==> src/rtl/tncd_pkg.sv <==
`timescale 1ns / 1ps
// ----------------------------------------------------------------------------
// Tracker note cell decoder package
// Shared request/result types, table entry layouts, FSM states and constants.
// ----------------------------------------------------------------------------
package tncd_pkg;

    // Opcodes carried in the request
    localparam logic OP_LOAD = 1'b0;
    localparam logic OP_NOTE = 1'b1;

    localparam int PERIOD_W   = 12;
    localparam int DIVIDEND_W = 18;
    localparam logic [DIVIDEND_W-1:0] CLOCK_CONST = 18'd187815;
    localparam logic [7:0] NO_EFFECT = 8'hFF;

    typedef struct packed {
        logic        opcode;
        logic [2:0]  channel_index;
        logic        channel_enabled;
        logic [7:0]  cell_byte_zero;
        logic [7:0]  cell_byte_one;
        logic [7:0]  cell_byte_two;
        logic [7:0]  cell_byte_three;
        logic [4:0]  slot_number;
        logic [6:0]  slot_default_volume;
        logic [15:0] slot_loop_start;
    } request_t;

    typedef struct packed {
        logic        play_now;
        logic [4:0]  play_sample_id;
        logic [2:0]  play_chan;
        logic [7:0]  play_volume;
        logic        play_looped;
        logic [15:0] play_frequency;
        logic [7:0]  decoded_sample;
        logic [11:0] decoded_period;
        logic [7:0]  channel_effect;
        logic [7:0]  channel_effect_param;
    } result_t;

    // One entry of the per-channel table
    typedef struct packed {
        logic [4:0] smp_latch;
        logic [7:0] vol_latch;
        logic [7:0] vol_live;
        logic [7:0] effect;
        logic [7:0] fx_param;
    } chan_entry_t;

    // One entry of the sample slot table
    typedef struct packed {
        logic [6:0] volume;
        logic       looped;
    } slot_entry_t;

    localparam int CHAN_W = $bits(chan_entry_t);
    localparam int SLOT_W = $bits(slot_entry_t);

    localparam chan_entry_t CHAN_RESET = '{
        smp_latch: 5'd0,
        vol_latch: 8'd0,
        vol_live:  8'd0,
        effect:    NO_EFFECT,
        fx_param:  8'd0
    };

    typedef enum logic [1:0] {
        ST_IDLE,
        ST_CHAN,
        ST_SLOT,
        ST_WAIT
    } state_t;

endpackage

==> src/rtl/tncd_ram.sv <==
`timescale 1ns / 1ps
// ----------------------------------------------------------------------------
// Generic single-port-write RAM
// One write port, one read port, read data registered.
// ----------------------------------------------------------------------------
module tncd_ram #(
    parameter int WIDTH = 8,
    parameter int DEPTH = 32
) (
    input  logic                     clk,
    input  logic                     we,
    input  logic [$clog2(DEPTH)-1:0] waddr,
    input  logic [WIDTH-1:0]         wdata,
    input  logic [$clog2(DEPTH)-1:0] raddr,
    output logic [WIDTH-1:0]         rdata
);

    logic [WIDTH-1:0] mem_reg [DEPTH];
    logic [WIDTH-1:0] rdata_reg;

    always_ff @(posedge clk)
    begin
        if (we)
        begin
            mem_reg[waddr] <= wdata;
        end
        rdata_reg <= mem_reg[raddr];
    end

    assign rdata = rdata_reg;

endmodule

==> src/rtl/tncd_div.sv <==
`timescale 1ns / 1ps
// ----------------------------------------------------------------------------
// Frequency divider
// Restoring division of the fixed clock constant by a 12-bit period,
// one quotient bit per cycle.
// ----------------------------------------------------------------------------
module tncd_div (
    input  logic                                clk,
    input  logic                                rst_n,
    input  logic                                start,
    input  logic [tncd_pkg::PERIOD_W-1:0]       divisor,
    output logic                                busy,
    output logic                                done,
    output logic [tncd_pkg::DIVIDEND_W-1:0]     quotient
);

    localparam int CNT_W = $clog2(tncd_pkg::DIVIDEND_W + 1);

    logic                               run_reg,  run_next;
    logic                               done_reg, done_next;
    logic [CNT_W-1:0]                   cnt_reg,  cnt_next;
    logic [tncd_pkg::PERIOD_W-1:0]      dvs_reg,  dvs_next;
    logic [tncd_pkg::PERIOD_W-1:0]      rem_reg,  rem_next;
    logic [tncd_pkg::DIVIDEND_W-1:0]    dvd_reg,  dvd_next;
    logic [tncd_pkg::DIVIDEND_W-1:0]    quo_reg,  quo_next;
    logic [tncd_pkg::PERIOD_W:0]        trial;
    logic                               fits;

    always_ff @(posedge clk or negedge rst_n)
    begin
        if (!rst_n)
        begin
            run_reg  <= 1'b0;
            done_reg <= 1'b0;
            cnt_reg  <= '0;
        end
        else
        begin
            run_reg  <= run_next;
            done_reg <= done_next;
            cnt_reg  <= cnt_next;
        end
    end

    always_ff @(posedge clk)
    begin
        dvs_reg <= dvs_next;
        rem_reg <= rem_next;
        dvd_reg <= dvd_next;
        quo_reg <= quo_next;
    end

    always_comb
    begin
        // shift the next dividend bit into the partial remainder
        trial     = {rem_reg, dvd_reg[tncd_pkg::DIVIDEND_W-1]};
        fits      = trial >= {1'b0, dvs_reg};
        run_next  = run_reg;
        done_next = 1'b0;
        cnt_next  = cnt_reg;
        dvs_next  = dvs_reg;
        rem_next  = rem_reg;
        dvd_next  = dvd_reg;
        quo_next  = quo_reg;
        if (start)
        begin
            run_next = 1'b1;
            cnt_next = CNT_W'(tncd_pkg::DIVIDEND_W);
            dvs_next = divisor;
            rem_next = '0;
            dvd_next = tncd_pkg::CLOCK_CONST;
            quo_next = '0;
        end
        else if (run_reg)
        begin
            rem_next = fits ? tncd_pkg::PERIOD_W'(trial - {1'b0, dvs_reg})
                            : tncd_pkg::PERIOD_W'(trial);
            dvd_next = {dvd_reg[tncd_pkg::DIVIDEND_W-2:0], 1'b0};
            quo_next = {quo_reg[tncd_pkg::DIVIDEND_W-2:0], fits};
            cnt_next = cnt_reg - CNT_W'(1);
            if (cnt_reg == CNT_W'(1))
            begin
                run_next  = 1'b0;
                done_next = 1'b1;
            end
        end
    end

    assign busy     = run_reg;
    assign done     = done_reg;
    assign quotient = quo_reg;

endmodule

==> src/rtl/tracker_note_cell_decoder.sv <==
`timescale 1ns / 1ps
// ----------------------------------------------------------------------------
// Tracker note cell decoder
// Loads sample slots and decodes four-byte tracker note cells into play
// requests with volume, loop flag and playback frequency.
// ----------------------------------------------------------------------------
// Flow: the accepting edge takes the request and starts the divide; a note
//   then reads the channel and slot tables while the divider runs.
// A new request is taken only after the result: busy stays high until the
//   result strobe, while the restoring divider computes 187815/period.
// Results are shown on result for one cycle with done; the receiver cannot
//   stall, so nothing waits on the output side.
// Reset clears the FSM and the per-entry valid bits; an entry never written
//   reads as its reset value, so no clearing pass runs after reset.
// ----------------------------------------------------------------------------
module tracker_note_cell_decoder #(
    parameter int NUM_CHANNELS = 8,
    parameter int NUM_SLOTS    = 31
) (
    input  logic               clk,
    input  logic               rst_n,
    input  logic               start,
    output logic               busy,
    input  tncd_pkg::request_t request,
    output logic               done,
    output tncd_pkg::result_t  result
);

    localparam int CH_AW = $clog2(NUM_CHANNELS);
    localparam int SL_AW = $clog2(NUM_SLOTS);

    // Control state
    tncd_pkg::state_t        state_reg, state_next;
    logic [NUM_SLOTS-1:0]    slot_valid_reg, slot_valid_next;
    logic [NUM_CHANNELS-1:0] chan_valid_reg, chan_valid_next;
    logic                    done_reg, done_next;

    // Datapath holding registers
    tncd_pkg::request_t      req_reg, req_next;
    tncd_pkg::chan_entry_t   chan_cur_reg, chan_cur_next;
    tncd_pkg::result_t       hold_reg, hold_next;
    tncd_pkg::result_t       result_reg, result_next;
    logic                    chan_vld_rd_reg, chan_vld_rd_next;
    logic                    slot_vld_rd_reg, slot_vld_rd_next;

    // Memory ports
    logic                        chan_we;
    logic [CH_AW-1:0]            chan_waddr, chan_raddr;
    tncd_pkg::chan_entry_t       chan_wdata;
    logic [tncd_pkg::CHAN_W-1:0] chan_rdata;
    logic                        slot_we;
    logic [SL_AW-1:0]            slot_waddr, slot_raddr;
    tncd_pkg::slot_entry_t       slot_wdata;
    logic [tncd_pkg::SLOT_W-1:0] slot_rdata;

    // Divider
    logic                              div_start;
    logic                              div_busy;
    logic                              div_done;
    logic [tncd_pkg::DIVIDEND_W-1:0]   div_quo;

    // Decode of the held request
    logic [7:0]              sample;
    logic [11:0]             period;
    logic [3:0]              effect;
    logic [CH_AW-1:0]        ch;
    logic                    ch_ok;
    logic                    known;
    logic                    load_ok;
    logic                    ls_ok;
    tncd_pkg::chan_entry_t   chan_rd;
    tncd_pkg::chan_entry_t   chan_new;
    tncd_pkg::slot_entry_t   slot_rd;
    logic [15:0]             freq;

    tncd_ram #(
        .WIDTH (tncd_pkg::CHAN_W),
        .DEPTH (NUM_CHANNELS)
    ) u_chan_ram (
        .clk   (clk),
        .we    (chan_we),
        .waddr (chan_waddr),
        .wdata (chan_wdata),
        .raddr (chan_raddr),
        .rdata (chan_rdata)
    );

    tncd_ram #(
        .WIDTH (tncd_pkg::SLOT_W),
        .DEPTH (NUM_SLOTS)
    ) u_slot_ram (
        .clk   (clk),
        .we    (slot_we),
        .waddr (slot_waddr),
        .wdata (slot_wdata),
        .raddr (slot_raddr),
        .rdata (slot_rdata)
    );

    tncd_div u_div (
        .clk      (clk),
        .rst_n    (rst_n),
        .start    (div_start),
        .divisor  (request.cell_byte_zero[3:0] == 4'd0 && request.cell_byte_one == 8'd0
                   ? 12'd1 : {request.cell_byte_zero[3:0], request.cell_byte_one}),
        .busy     (div_busy),
        .done     (div_done),
        .quotient (div_quo)
    );

    always_ff @(posedge clk or negedge rst_n)
    begin
        if (!rst_n)
        begin
            state_reg      <= tncd_pkg::ST_IDLE;
            slot_valid_reg <= '0;
            chan_valid_reg <= '0;
            done_reg       <= 1'b0;
        end
        else
        begin
            state_reg      <= state_next;
            slot_valid_reg <= slot_valid_next;
            chan_valid_reg <= chan_valid_next;
            done_reg       <= done_next;
        end
    end

    always_ff @(posedge clk)
    begin
        req_reg         <= req_next;
        chan_cur_reg    <= chan_cur_next;
        hold_reg        <= hold_next;
        result_reg      <= result_next;
        chan_vld_rd_reg <= chan_vld_rd_next;
        slot_vld_rd_reg <= slot_vld_rd_next;
    end

    // Field decode of the held cell; sample is a plain nibble join
    assign sample  = {req_reg.cell_byte_zero[7:4], req_reg.cell_byte_two[7:4]};
    assign period  = {req_reg.cell_byte_zero[3:0], req_reg.cell_byte_one};
    assign effect  = req_reg.cell_byte_two[3:0];
    assign ch      = req_reg.channel_index[CH_AW-1:0];
    assign ch_ok   = {1'b0, req_reg.channel_index} < 4'(NUM_CHANNELS);
    assign known   = req_reg.channel_enabled && sample != 8'd0
                     && sample <= 8'(NUM_SLOTS);
    assign load_ok = request.slot_number != 5'd0
                     && {1'b0, request.slot_number} <= 6'(NUM_SLOTS);

    // Entries never written read as their reset value
    assign chan_rd = chan_vld_rd_reg ? tncd_pkg::chan_entry_t'(chan_rdata)
                                     : tncd_pkg::CHAN_RESET;
    assign slot_rd = slot_vld_rd_reg ? tncd_pkg::slot_entry_t'(slot_rdata)
                                     : '0;

    // Saturate the 18-bit quotient; zero period gives zero
    assign freq = (period == 12'd0) ? 16'd0
                : (div_quo[tncd_pkg::DIVIDEND_W-1:16] != '0) ? 16'hFFFF
                : div_quo[15:0];

    always_comb
    begin
        state_next       = state_reg;
        slot_valid_next  = slot_valid_reg;
        chan_valid_next  = chan_valid_reg;
        done_next        = 1'b0;
        req_next         = req_reg;
        chan_cur_next    = chan_cur_reg;
        hold_next        = hold_reg;
        result_next      = result_reg;
        chan_vld_rd_next = chan_vld_rd_reg;
        slot_vld_rd_next = slot_vld_rd_reg;
        chan_we          = 1'b0;
        chan_waddr       = ch;
        chan_wdata       = chan_cur_reg;
        chan_raddr       = request.channel_index[CH_AW-1:0];
        slot_we          = 1'b0;
        slot_waddr       = SL_AW'(request.slot_number - 5'd1);
        slot_wdata       = '{volume: request.slot_default_volume,
                             looped: request.slot_loop_start != 16'd0};
        slot_raddr       = SL_AW'(sample[4:0] - 5'd1);
        div_start        = 1'b0;
        chan_new         = chan_cur_reg;
        ls_ok            = 1'b0;

        unique case (state_reg)
            tncd_pkg::ST_IDLE:
            begin
                if (start)
                begin
                    // take the request, start the divide, issue the channel read; a valid load also writes its slot
                    req_next         = request;
                    hold_next        = '0;
                    div_start        = 1'b1;
                    chan_vld_rd_next = chan_valid_reg[request.channel_index[CH_AW-1:0]];
                    if (request.opcode == tncd_pkg::OP_LOAD)
                    begin
                        if (load_ok)
                        begin
                            slot_we                     = 1'b1;
                            slot_valid_next[slot_waddr] = 1'b1;
                        end
                        state_next = tncd_pkg::ST_WAIT;
                    end
                    else
                    begin
                        state_next = tncd_pkg::ST_CHAN;
                    end
                end
            end

            tncd_pkg::ST_CHAN:
            begin
                // hold channel entry; read the slot of the new or latched sample
                chan_cur_next = chan_rd;
                if (!known)
                begin
                    slot_raddr = SL_AW'(chan_rd.smp_latch - 5'd1);
                end
                slot_vld_rd_next = slot_valid_reg[slot_raddr];
                state_next       = tncd_pkg::ST_SLOT;
            end

            tncd_pkg::ST_SLOT:
            begin
                // modify the channel entry, write it back for an in-range channel, build the held result
                if (effect != 4'd0)
                begin
                    chan_new.effect   = {4'd0, effect};
                    chan_new.fx_param = req_reg.cell_byte_three;
                end
                if (known)
                begin
                    chan_new.smp_latch = sample[4:0];
                    chan_new.vol_latch = {slot_rd.volume, 1'b0} - 8'd1;
                end
                ls_ok = chan_new.smp_latch != 5'd0
                        && {1'b0, chan_new.smp_latch} <= 6'(NUM_SLOTS);
                hold_next.play_chan      = req_reg.channel_index;
                hold_next.decoded_sample = sample;
                hold_next.decoded_period = period;
                hold_next.channel_effect = tncd_pkg::NO_EFFECT;
                if (ch_ok)
                begin
                    if (req_reg.channel_enabled && period != 12'd0 && ls_ok)
                    begin
                        chan_new.vol_live        = chan_new.vol_latch;
                        hold_next.play_now       = 1'b1;
                        hold_next.play_sample_id = chan_new.smp_latch;
                        hold_next.play_volume    = chan_new.vol_latch;
                        hold_next.play_looped    = slot_rd.looped;
                    end
                    hold_next.channel_effect       = chan_new.effect;
                    hold_next.channel_effect_param = chan_new.fx_param;
                    chan_we             = 1'b1;
                    chan_wdata          = chan_new;
                    chan_valid_next[ch] = 1'b1;
                end
                state_next = tncd_pkg::ST_WAIT;
            end

            tncd_pkg::ST_WAIT:
            begin
                // drive the result once the divider finishes
                if (div_done)
                begin
                    result_next = hold_reg;
                    if (req_reg.opcode == tncd_pkg::OP_NOTE)
                    begin
                        result_next.play_frequency = freq;
                    end
                    done_next  = 1'b1;
                    state_next = tncd_pkg::ST_IDLE;
                end
            end

            default:
            begin
                state_next = tncd_pkg::ST_IDLE;
            end
        endcase
    end

    assign busy   = state_reg != tncd_pkg::ST_IDLE;
    assign done   = done_reg;
    assign result = result_reg;

    // The divider must never finish before the FSM waits for it
    a_div_done_in_wait: assert property (@(posedge clk) disable iff (!rst_n)
        div_done |-> state_reg == tncd_pkg::ST_WAIT)
        else $error("divider finished outside the wait state");

    // A finished divide always produces a result strobe next cycle
    a_done_follows_div: assert property (@(posedge clk) disable iff (!rst_n)
        state_reg == tncd_pkg::ST_WAIT && div_done |=> done_reg)
        else $error("result strobe missing after divide");

    // Divider is idle whenever the block can take a request
    a_div_idle: assert property (@(posedge clk) disable iff (!rst_n)
        state_reg == tncd_pkg::ST_IDLE |-> !div_busy)
        else $error("divider busy while block idle");

    // A play result always names a real slot
    a_play_slot: assert property (@(posedge clk) disable iff (!rst_n)
        done_reg && result_reg.play_now |-> result_reg.play_sample_id != 5'd0)
        else $error("play result with slot zero");

endmodule

==> config.mk <==
export PLATFORM = sky130hd
export DESIGN_NAME = tracker_note_cell_decoder
export DESIGN_NICKNAME = d
export VERILOG_FILES = /design/src/rtl/tncd_pkg.sv /design/src/rtl/tncd_ram.sv /design/src/rtl/tncd_div.sv /design/src/rtl/tracker_note_cell_decoder.sv
export SDC_FILE = /design/constraint.sdc
export NUM_CORES = 1
export LEC_CHECK = 0
export BUFFER_PORTS_ARGS = -buffer_cell sky130_fd_sc_hd__buf_2
export CORE_AREA = 2 2 234 236
export CTS_CLUSTER_DIAMETER = 150
export CTS_CLUSTER_SIZE = 25
export DETAILED_ROUTE_END_ITERATION = 8
export DIE_AREA = 0 0 236 238
export GPL_ROUTABILITY_DRIVEN = 0
export PLACE_DENSITY = 0.76
export SYNTH_ARGS = -nofsm -noshare
export SYNTH_HDL_FRONTEND = slang
export SYNTH_SLANG_ARGS = --single-unit
==> constraint.sdc <==
create_clock -name clk -period 7.3 [get_ports clk]
set_clock_uncertainty 0.1 [all_clocks]
set_input_delay 1.095 -clock clk [delete_from_list [all_inputs] [get_ports clk]]
set_output_delay 1.095 -clock clk [all_outputs]
set_load 0.005 [all_outputs]
==> impl_metrics.tcl, run 1 <==
set metrics [dict create \
    p_leak_nw 12.50 \
    power.density_nw_per_um2 342.6 \
    vias 17068 \
    finalPower_mw 11.81 \
    max_slew_margin_pct 13.87 \
    clk_pin_slew_ns 0.10 \
    final-setup-viol-count 0 \
    intPower_mw 8.227 \
    criticalPathCategory "flop to flop" \
    cts_hold_repair.buffers 0 \
    worstPathRequired_ns 7.71 \
    crit_path_max_fanout 36 \
    antenna_found_initial 3 \
    synthFlopType "edfxtp_1" \
    outcome "finished clean" \
    rr_worst_depth 9 \
    slew_viol_final 0 \
    rows 85 \
    firstDrtPassIters 5 \
    synth-seq-area-share_pct 73.50 \
    worst_path_max_delay_cell "mux2i_4" \
    initial_core_util_pct 59.69 \
    synth_area_um2 31930 \
    min_path_type "flop to flop" \
    die_h_um 238 \
    avgSynthCellArea_um2 16.30 \
    die_w_um 236 \
    grt-ovfl-total 0 \
    grt_max_degree 104 \
    worstPathArrival_ns 5.29 \
    crit_family "multiplexers" \
    clockBufferDepth 3 \
    syn-num-nets 2050 \
    drt_iter0_drc 1853 \
    multi_input_comb_area_um2 7966 \
    dpl-instance-area_um2 33380 \
    core_region_area_um2 53500 \
    hold_viol_final 0 \
    crit_chain "inv_1 > ha_2 > nor3b_1 > a22o_1 > mux2i_4 > buf_4 > mux2_2 > a22o_1 > nor4_1" \
    path_depth 9 \
    p_sw_share_pct 30.36 \
    synth_cell_types 66 \
    drtAntennaViolNets 0 \
    drt-vias-per-instance 6.120 \
    fin_hold_ws_ns 0.3178 \
    fin_crit_sh_pct 66.84 \
    synthToLayoutAreaGrowth_pct 7.986 \
    synth-seq-cells 818 \
    clockPowerShare_pct 20.2 \
    routedWlPerCell_um 23.95 \
    dieArea_um2 56170 \
    power.share.combinational_pct 26.3 \
    placed_cells 2720 \
    grt_first_pass_wirelength_mm 100.6 \
    crit_path_frequent_cell "a22o_1" \
    syn_inst 1959 \
    diodes 0 \
    synthArstFlopShare_pct 5.990 \
    ios 140 \
    cts_setup_buffers 0 \
    numCtsBuffers 38 \
    slowest_delay_ns 1.00 \
    fmax_mhz 204.9 \
    track_usage_pct 23.80 \
    cts_max_level 2 \
    insertion_delay_ns 0.60 \
    cap_viol_max_count 0 \
    stdcell_count 2789 \
    pwr-share-seq_pct 53.5 \
    power_switching_mw 3.587 \
    synth_enable_flop_cells 684 \
    tns_ns 0 \
    fin_nets 2155 \
    ir_drop_mv 0.3790 \
    seqCellArea_um2 23470 \
    largest_register_ffs 248 \
    drive_gt1_share_pct 20.16 \
    endpoint_kind "flop" \
    drt-total-wl_mm 66.81 \
    min_path_cells 0 \
    worst_slew_pin_slew_ns 1.256 \
    synth_warnings 0 \
    cts_tree "done" \
    clock_sinks 818 \
    drc 0 \
    dp_hpwl_mm 41.74 \
    critPathBufInv 2 \
    start_kind "flop" \
    fillers 3661 \
    min_period_ns 4.880 \
    rsz0062_at_grt "no" \
    design_area_um2 34480 \
    numPortBuffers 139 \
    cts_root_buf "clkbuf_16" \
    grt_pass1_vias 16635 \
    cts_resized 0 \
]
[power by group through the flow]
stage | sequential [mW] | combinational (mW) | clock, mW
detailed placement | 6.42 | 3.09 | 0
CTS | 6.32 | 3.10 | 2.43
global route | 6.39 | 3.40 | 2.57
floorplan | 6.31 | 2.31 | 0
finish | 6.32 | 3.10 | 2.39
global placement | 6.38 | 2.97 | 0
[area by class of cell]
type                    count  area share, %
clock buffers              67          3.135
multi-input cells         999          23.10
inverters                  39         0.4282
flip-flops and latches    818          68.06
repair buffers            168          2.692
clock inverters             2        0.05080
well taps                 696          2.526
[worst reg2reg max path: stages, from the launching register on]
cell and delay (ns):
dfrtp_1 0.42, inv_1 0.13, ha_2 0.92, nor3b_1 0.41, a22o_1 0.53, mux2i_4 1.00
buf_4 0.46, mux2_2 0.40, a22o_1 0.21, nor4_1 0.25
[metrics by stage]
stage                     utilization (%)  worst slack [ns]
final                               64.46             2.420
after CTS                           64.46             2.463
after global routing                64.46             2.121
after global placement              62.40             2.636
after detailed placement            62.40             2.461
after floorplan                         -             1.438
[layout by cell type (no fill, tap or decap), types with 16 or more instances in the layout]
master     instances
and2_1            43
o21a_1            20
a22o_1            40
clkbuf_16         39
buf_2            138
clkbuf_1          28
a31oi_1           17
nor3_1            19
edfxtp_1         684
mux2_2            76
inv_1             37
mux2i_1          132
mux4_2            64
dfrtp_1           48
ha_1              21
dfxtp_1           85
nand2_1          143
nand2b_1          16
a211oi_1          16
buf_4             29
nor2_1            92
a21oi_1           77
o21ai_0           42
or2_2             40
[metal layers]
layer | part of all wire (%) | GRT usage (%) | vias to the layer above
li1 | - | - | 7622
met1 | 41 | 33.34 | 8632
met2 | 49 | 38.86 | 696
met3 | 7.2 | 4.014 | 114
met4 | 2.8 | 7.296 | 4
met5 | 0.039 | 0 | -
[kinds of logic (layout without fill, tap and decap cells)]
logic type / after synthesis / in the layout / share of synthesized area [%]
multiplexers: 274 / 274 / 11.39
AO/OA/AOI/OAI: 247 / 247 / 5.071
AND/OR/NAND/NOR: 440 / 440 / 6.842
XOR/XNOR: 15 / 15 / 0.4114
flip-flops: 818 / 818 / 73.50
adder cells (fa/ha/maj): 23 / 23 / 0.9248
buffers and inverters: 142 / 276 / 1.861
[Yosys cell counts (15+ instances only)]
cell,instances,area [um^2]
mux2i_1,134,1341
edfxtp_1,684,20540
dfxtp_1,85,1702
or2_2,40,250.2
nand2_1,143,536.8
nand2b_1,16,100.1
o21a_1,20,150.1
a21oi_1,77,385.4
clkbuf_1,71,266.5
o21ai_0,43,215.2
a22o_1,40,350.3
a211oi_1,16,120.1
and2_1,44,275.3
inv_1,38,142.6
nor3_1,21,105.1
dfrtp_1,49,1226
nand3_1,15,75.07
mux2_2,76,855.8
a31oi_1,17,106.4
ha_1,22,275.3
mux4_2,64,1441
nor2_1,98,367.9
[final timing paths]
check                              from                  end  slack, ns
hold / removal             hold_reg[11]           result[11]       0.32
setup reg to reg           state_reg[1]  u_slot_ram.rdata[6]       2.42
hold reg to reg            hold_reg[11]           result[11]       0.32
max in group asynchronous         rst_n           u_div.busy       6.03
setup / recovery           state_reg[1]  u_slot_ram.rdata[6]       2.42
min in group asynchronous         rst_n   slot_valid_reg[18]       0.52
(Power assumes the default switching activity.)
==> run 2: changes to the inputs <==
--- a/config.mk
+++ b/config.mk
@@ -5,14 +5,15 @@
 export SDC_FILE = /design/constraint.sdc
 export NUM_CORES = 1
 export LEC_CHECK = 0
+export ABC_AREA = 1
 export BUFFER_PORTS_ARGS = -buffer_cell sky130_fd_sc_hd__buf_2
-export CORE_AREA = 2 2 234 236
+export CORE_AREA = 2 2 237 239
 export CTS_CLUSTER_DIAMETER = 150
 export CTS_CLUSTER_SIZE = 25
 export DETAILED_ROUTE_END_ITERATION = 8
-export DIE_AREA = 0 0 236 238
+export DIE_AREA = 0 0 239 241
 export GPL_ROUTABILITY_DRIVEN = 0
-export PLACE_DENSITY = 0.76
+export PLACE_DENSITY = 0.77
 export SYNTH_ARGS = -nofsm -noshare
 export SYNTH_HDL_FRONTEND = slang
 export SYNTH_SLANG_ARGS = --single-unit
==> constraint.sdc (replaced) <==
create_clock -name clk -period 5.11 [get_ports clk]
set_clock_uncertainty 0.1 [all_clocks]
set_input_delay 0.7665 -clock clk [delete_from_list [all_inputs] [get_ports clk]]
set_output_delay 0.7665 -clock clk [all_outputs]
set_load 0.005 [all_outputs]
==> impl_metrics.tcl, run 2 <==
set metrics [dict create \
    p_leak_nw 13.90 \
    rr_endpoint "u_slot_ram.rdata[3]" \
    cts_max_level 2 \
    avgSynthCellArea_um2 11.52 \
    ir_drop_mv 0.3142 \
    yosysMostFrequentCell "edfxtp_1" \
    synth-seq-cells 818 \
    firstDrtPassIters 6 \
    synth-seq-area-share_pct 71.43 \
    synthTopCellsByCount "684 x edfxtp_1, 398 x nand2_1, 358 x inv_1, 335 x nand3_1, 284 x nor2_1" \
    min_from "request[36]" \
    criticalPathCategory "flop to flop" \
    track_usage_pct 25.51 \
    pre_cts_ws_ns 1.204 \
    synth_warnings 0 \
    final_cell_mix "684 x edfxtp_1, 396 x nand2_1, 355 x inv_1" \
    synth_top_area_share_pct 62.52 \
    grt_max_degree 121 \
    drt_iter0_drc 2349 \
    min_path_cells 1 \
    slew_viol_final 0 \
    endpoint_kind "flop" \
    yosys.area.top_type "edfxtp_1" \
    clockBufferDepth 3 \
    finalPower_mw 17.42 \
    die_w_um 239 \
    cts_resized 0 \
    synthFlopType "edfxtp_1" \
    grt_first_pass_wirelength_mm 113.3 \
    drtAntennaViolNets 0 \
    holdPathEnd "effect[0]" \
    synthToLayoutAreaGrowth_pct 6.924 \
    rsz0062_at_grt "no" \
    fin_nets 2998 \
    drt-vias-per-instance 5.892 \
    cts_setup_buffers 0 \
    vias 21448 \
    synthArstFlopShare_pct 5.990 \
    fmax_mhz 248.0 \
    initial_core_util_pct 59.87 \
    hold_viol_final 0 \
    numCtsBuffers 38 \
    placed_cells 3571 \
    min_path_type "input port to flop" \
    numPortBuffers 139 \
    start_kind "flop" \
    fin_hold_ws_ns 0.2462 \
    dieArea_um2 57600 \
    die_h_um 241 \
    power.density_nw_per_um2 496.0 \
    synthTopCellsByArea "edfxtp_1 63%, dfxtp_1 5.2%, nand3_1 5.1%" \
    reg2reg_from "chan_vld_rd_reg" \
    ios 140 \
    worst_slew_pin_slew_ns 1.290 \
    crit_path_max_fanout 33 \
    clk_pin_slew_ns 0.09 \
    dp_hpwl_mm 44.15 \
    rows 86 \
    cts_hold_repair.buffers 0 \
    core_region_area_um2 54880 \
    syn_inst 2852 \
    max_slew_margin_pct 14.01 \
    worstPathRequired_ns 5.56 \
    tns_ns 0 \
    syn-num-nets 2943 \
    critPathLaunch "chan_vld_rd_reg" \
    rr_worst_depth 13 \
    cts_root_buf "clkbuf_16" \
    synth_area_um2 32850 \
    outcome "finished clean" \
    fin_crit_sh_pct 78.91 \
    drt-total-wl_mm 73.41 \
    clock_sinks 818 \
    grt_pass1_vias 20537 \
    final-setup-viol-count 0 \
    drive_gt1_share_pct 9.029 \
    stdcell_count 3640 \
    synth_cell_types 44 \
    min_period_ns 4.032 \
    worstPathArrival_ns 4.48 \
    routedWlPerCell_um 20.17 \
    insertion_delay_ns 0.58 \
    synth_enable_flop_cells 684 \
    setup_ws_ns 1.078 \
    grt-ovfl-total 0 \
    drc 0 \
    layout_commonest_cell "edfxtp_1" \
    rrSetupSlack_ns 1.08 \
    largest_register_ffs 248 \
    cts_tree "done" \
    antenna_found_initial 2 \
    cap_viol_max_count 0 \
]
## run 2: worst max-delay path by stage
stage	cells after the start	endpoint	slack [ns]
CTS	13	u_slot_ram.rdata[3]	1.13
global placement	13	u_slot_ram.rdata[6]	1.26
floorplan	6	hold_reg[52]	0.61
detailed placement	13	u_slot_ram.rdata[4]	1.20
finish	13	u_slot_ram.rdata[3]	1.08
global route	13	u_slot_ram.rdata[3]	0.85
## run 2: logic make-up after synthesis
kind of cell | share of synthesized area (%)
AND/OR/NAND/NOR | 14.50
flip-flops | 71.43
buffers and inverters | 6.231
AO/OA/AOI/OAI | 6.425
adder cells (fa/ha/maj) | 0.8988
XOR/XNOR | 0.4532
multiplexers | 0.06094
## run 2: cell type report
type	instances	area, um^2
antenna	1	2.502
sequential	818	23470
timing repair buffer	169	923.4
fill	4059	19750
multi-input combinational	1516	7405
tap	704	880.8
clock buffer	66	1056
inverter	364	1368
clock inverter	2	25.02
## run 2: metrics by stage
step	utilization, %	instance area, um^2
final	64.01	35130
after global routing	64.01	35120
after CTS	64.01	35120
after detailed placement	62.04	34040
after global placement	62.04	34040
after floorplan	-	32850
## run 2: worst max-delay path, cell delays in order (launching register included)
cell,delay [ns]
edfxtp_1,0.90
nand2_1,0.28
ha_1,0.31
xnor2_1,0.21
nand2_1,0.10
o21ai_2,0.17
nand2_1,0.11
nand2_2,0.56
inv_2,0.50
nand3_1,0.27
nand3_1,0.18
nand2_1,0.13
nand2_1,0.07
nand2_1,0.06
## run 2: metal layers
metal,wire length [um],track usage [%],up-vias,share of wire (%)
met3,6682,3.843,130,9.1
met4,1746,7.898,2,2.4
li1,-,-,9819,-
met1,29880,35.77,10384,41
met2,35090,41.70,1113,48
met5,16,0,-,0.022
## run 2: power by group
group,switching (mW),internal (mW)
Clock,1.96,1.43
Combinational,3.59,1.39
Sequential,0.353,8.70
Total,5.90,11.5
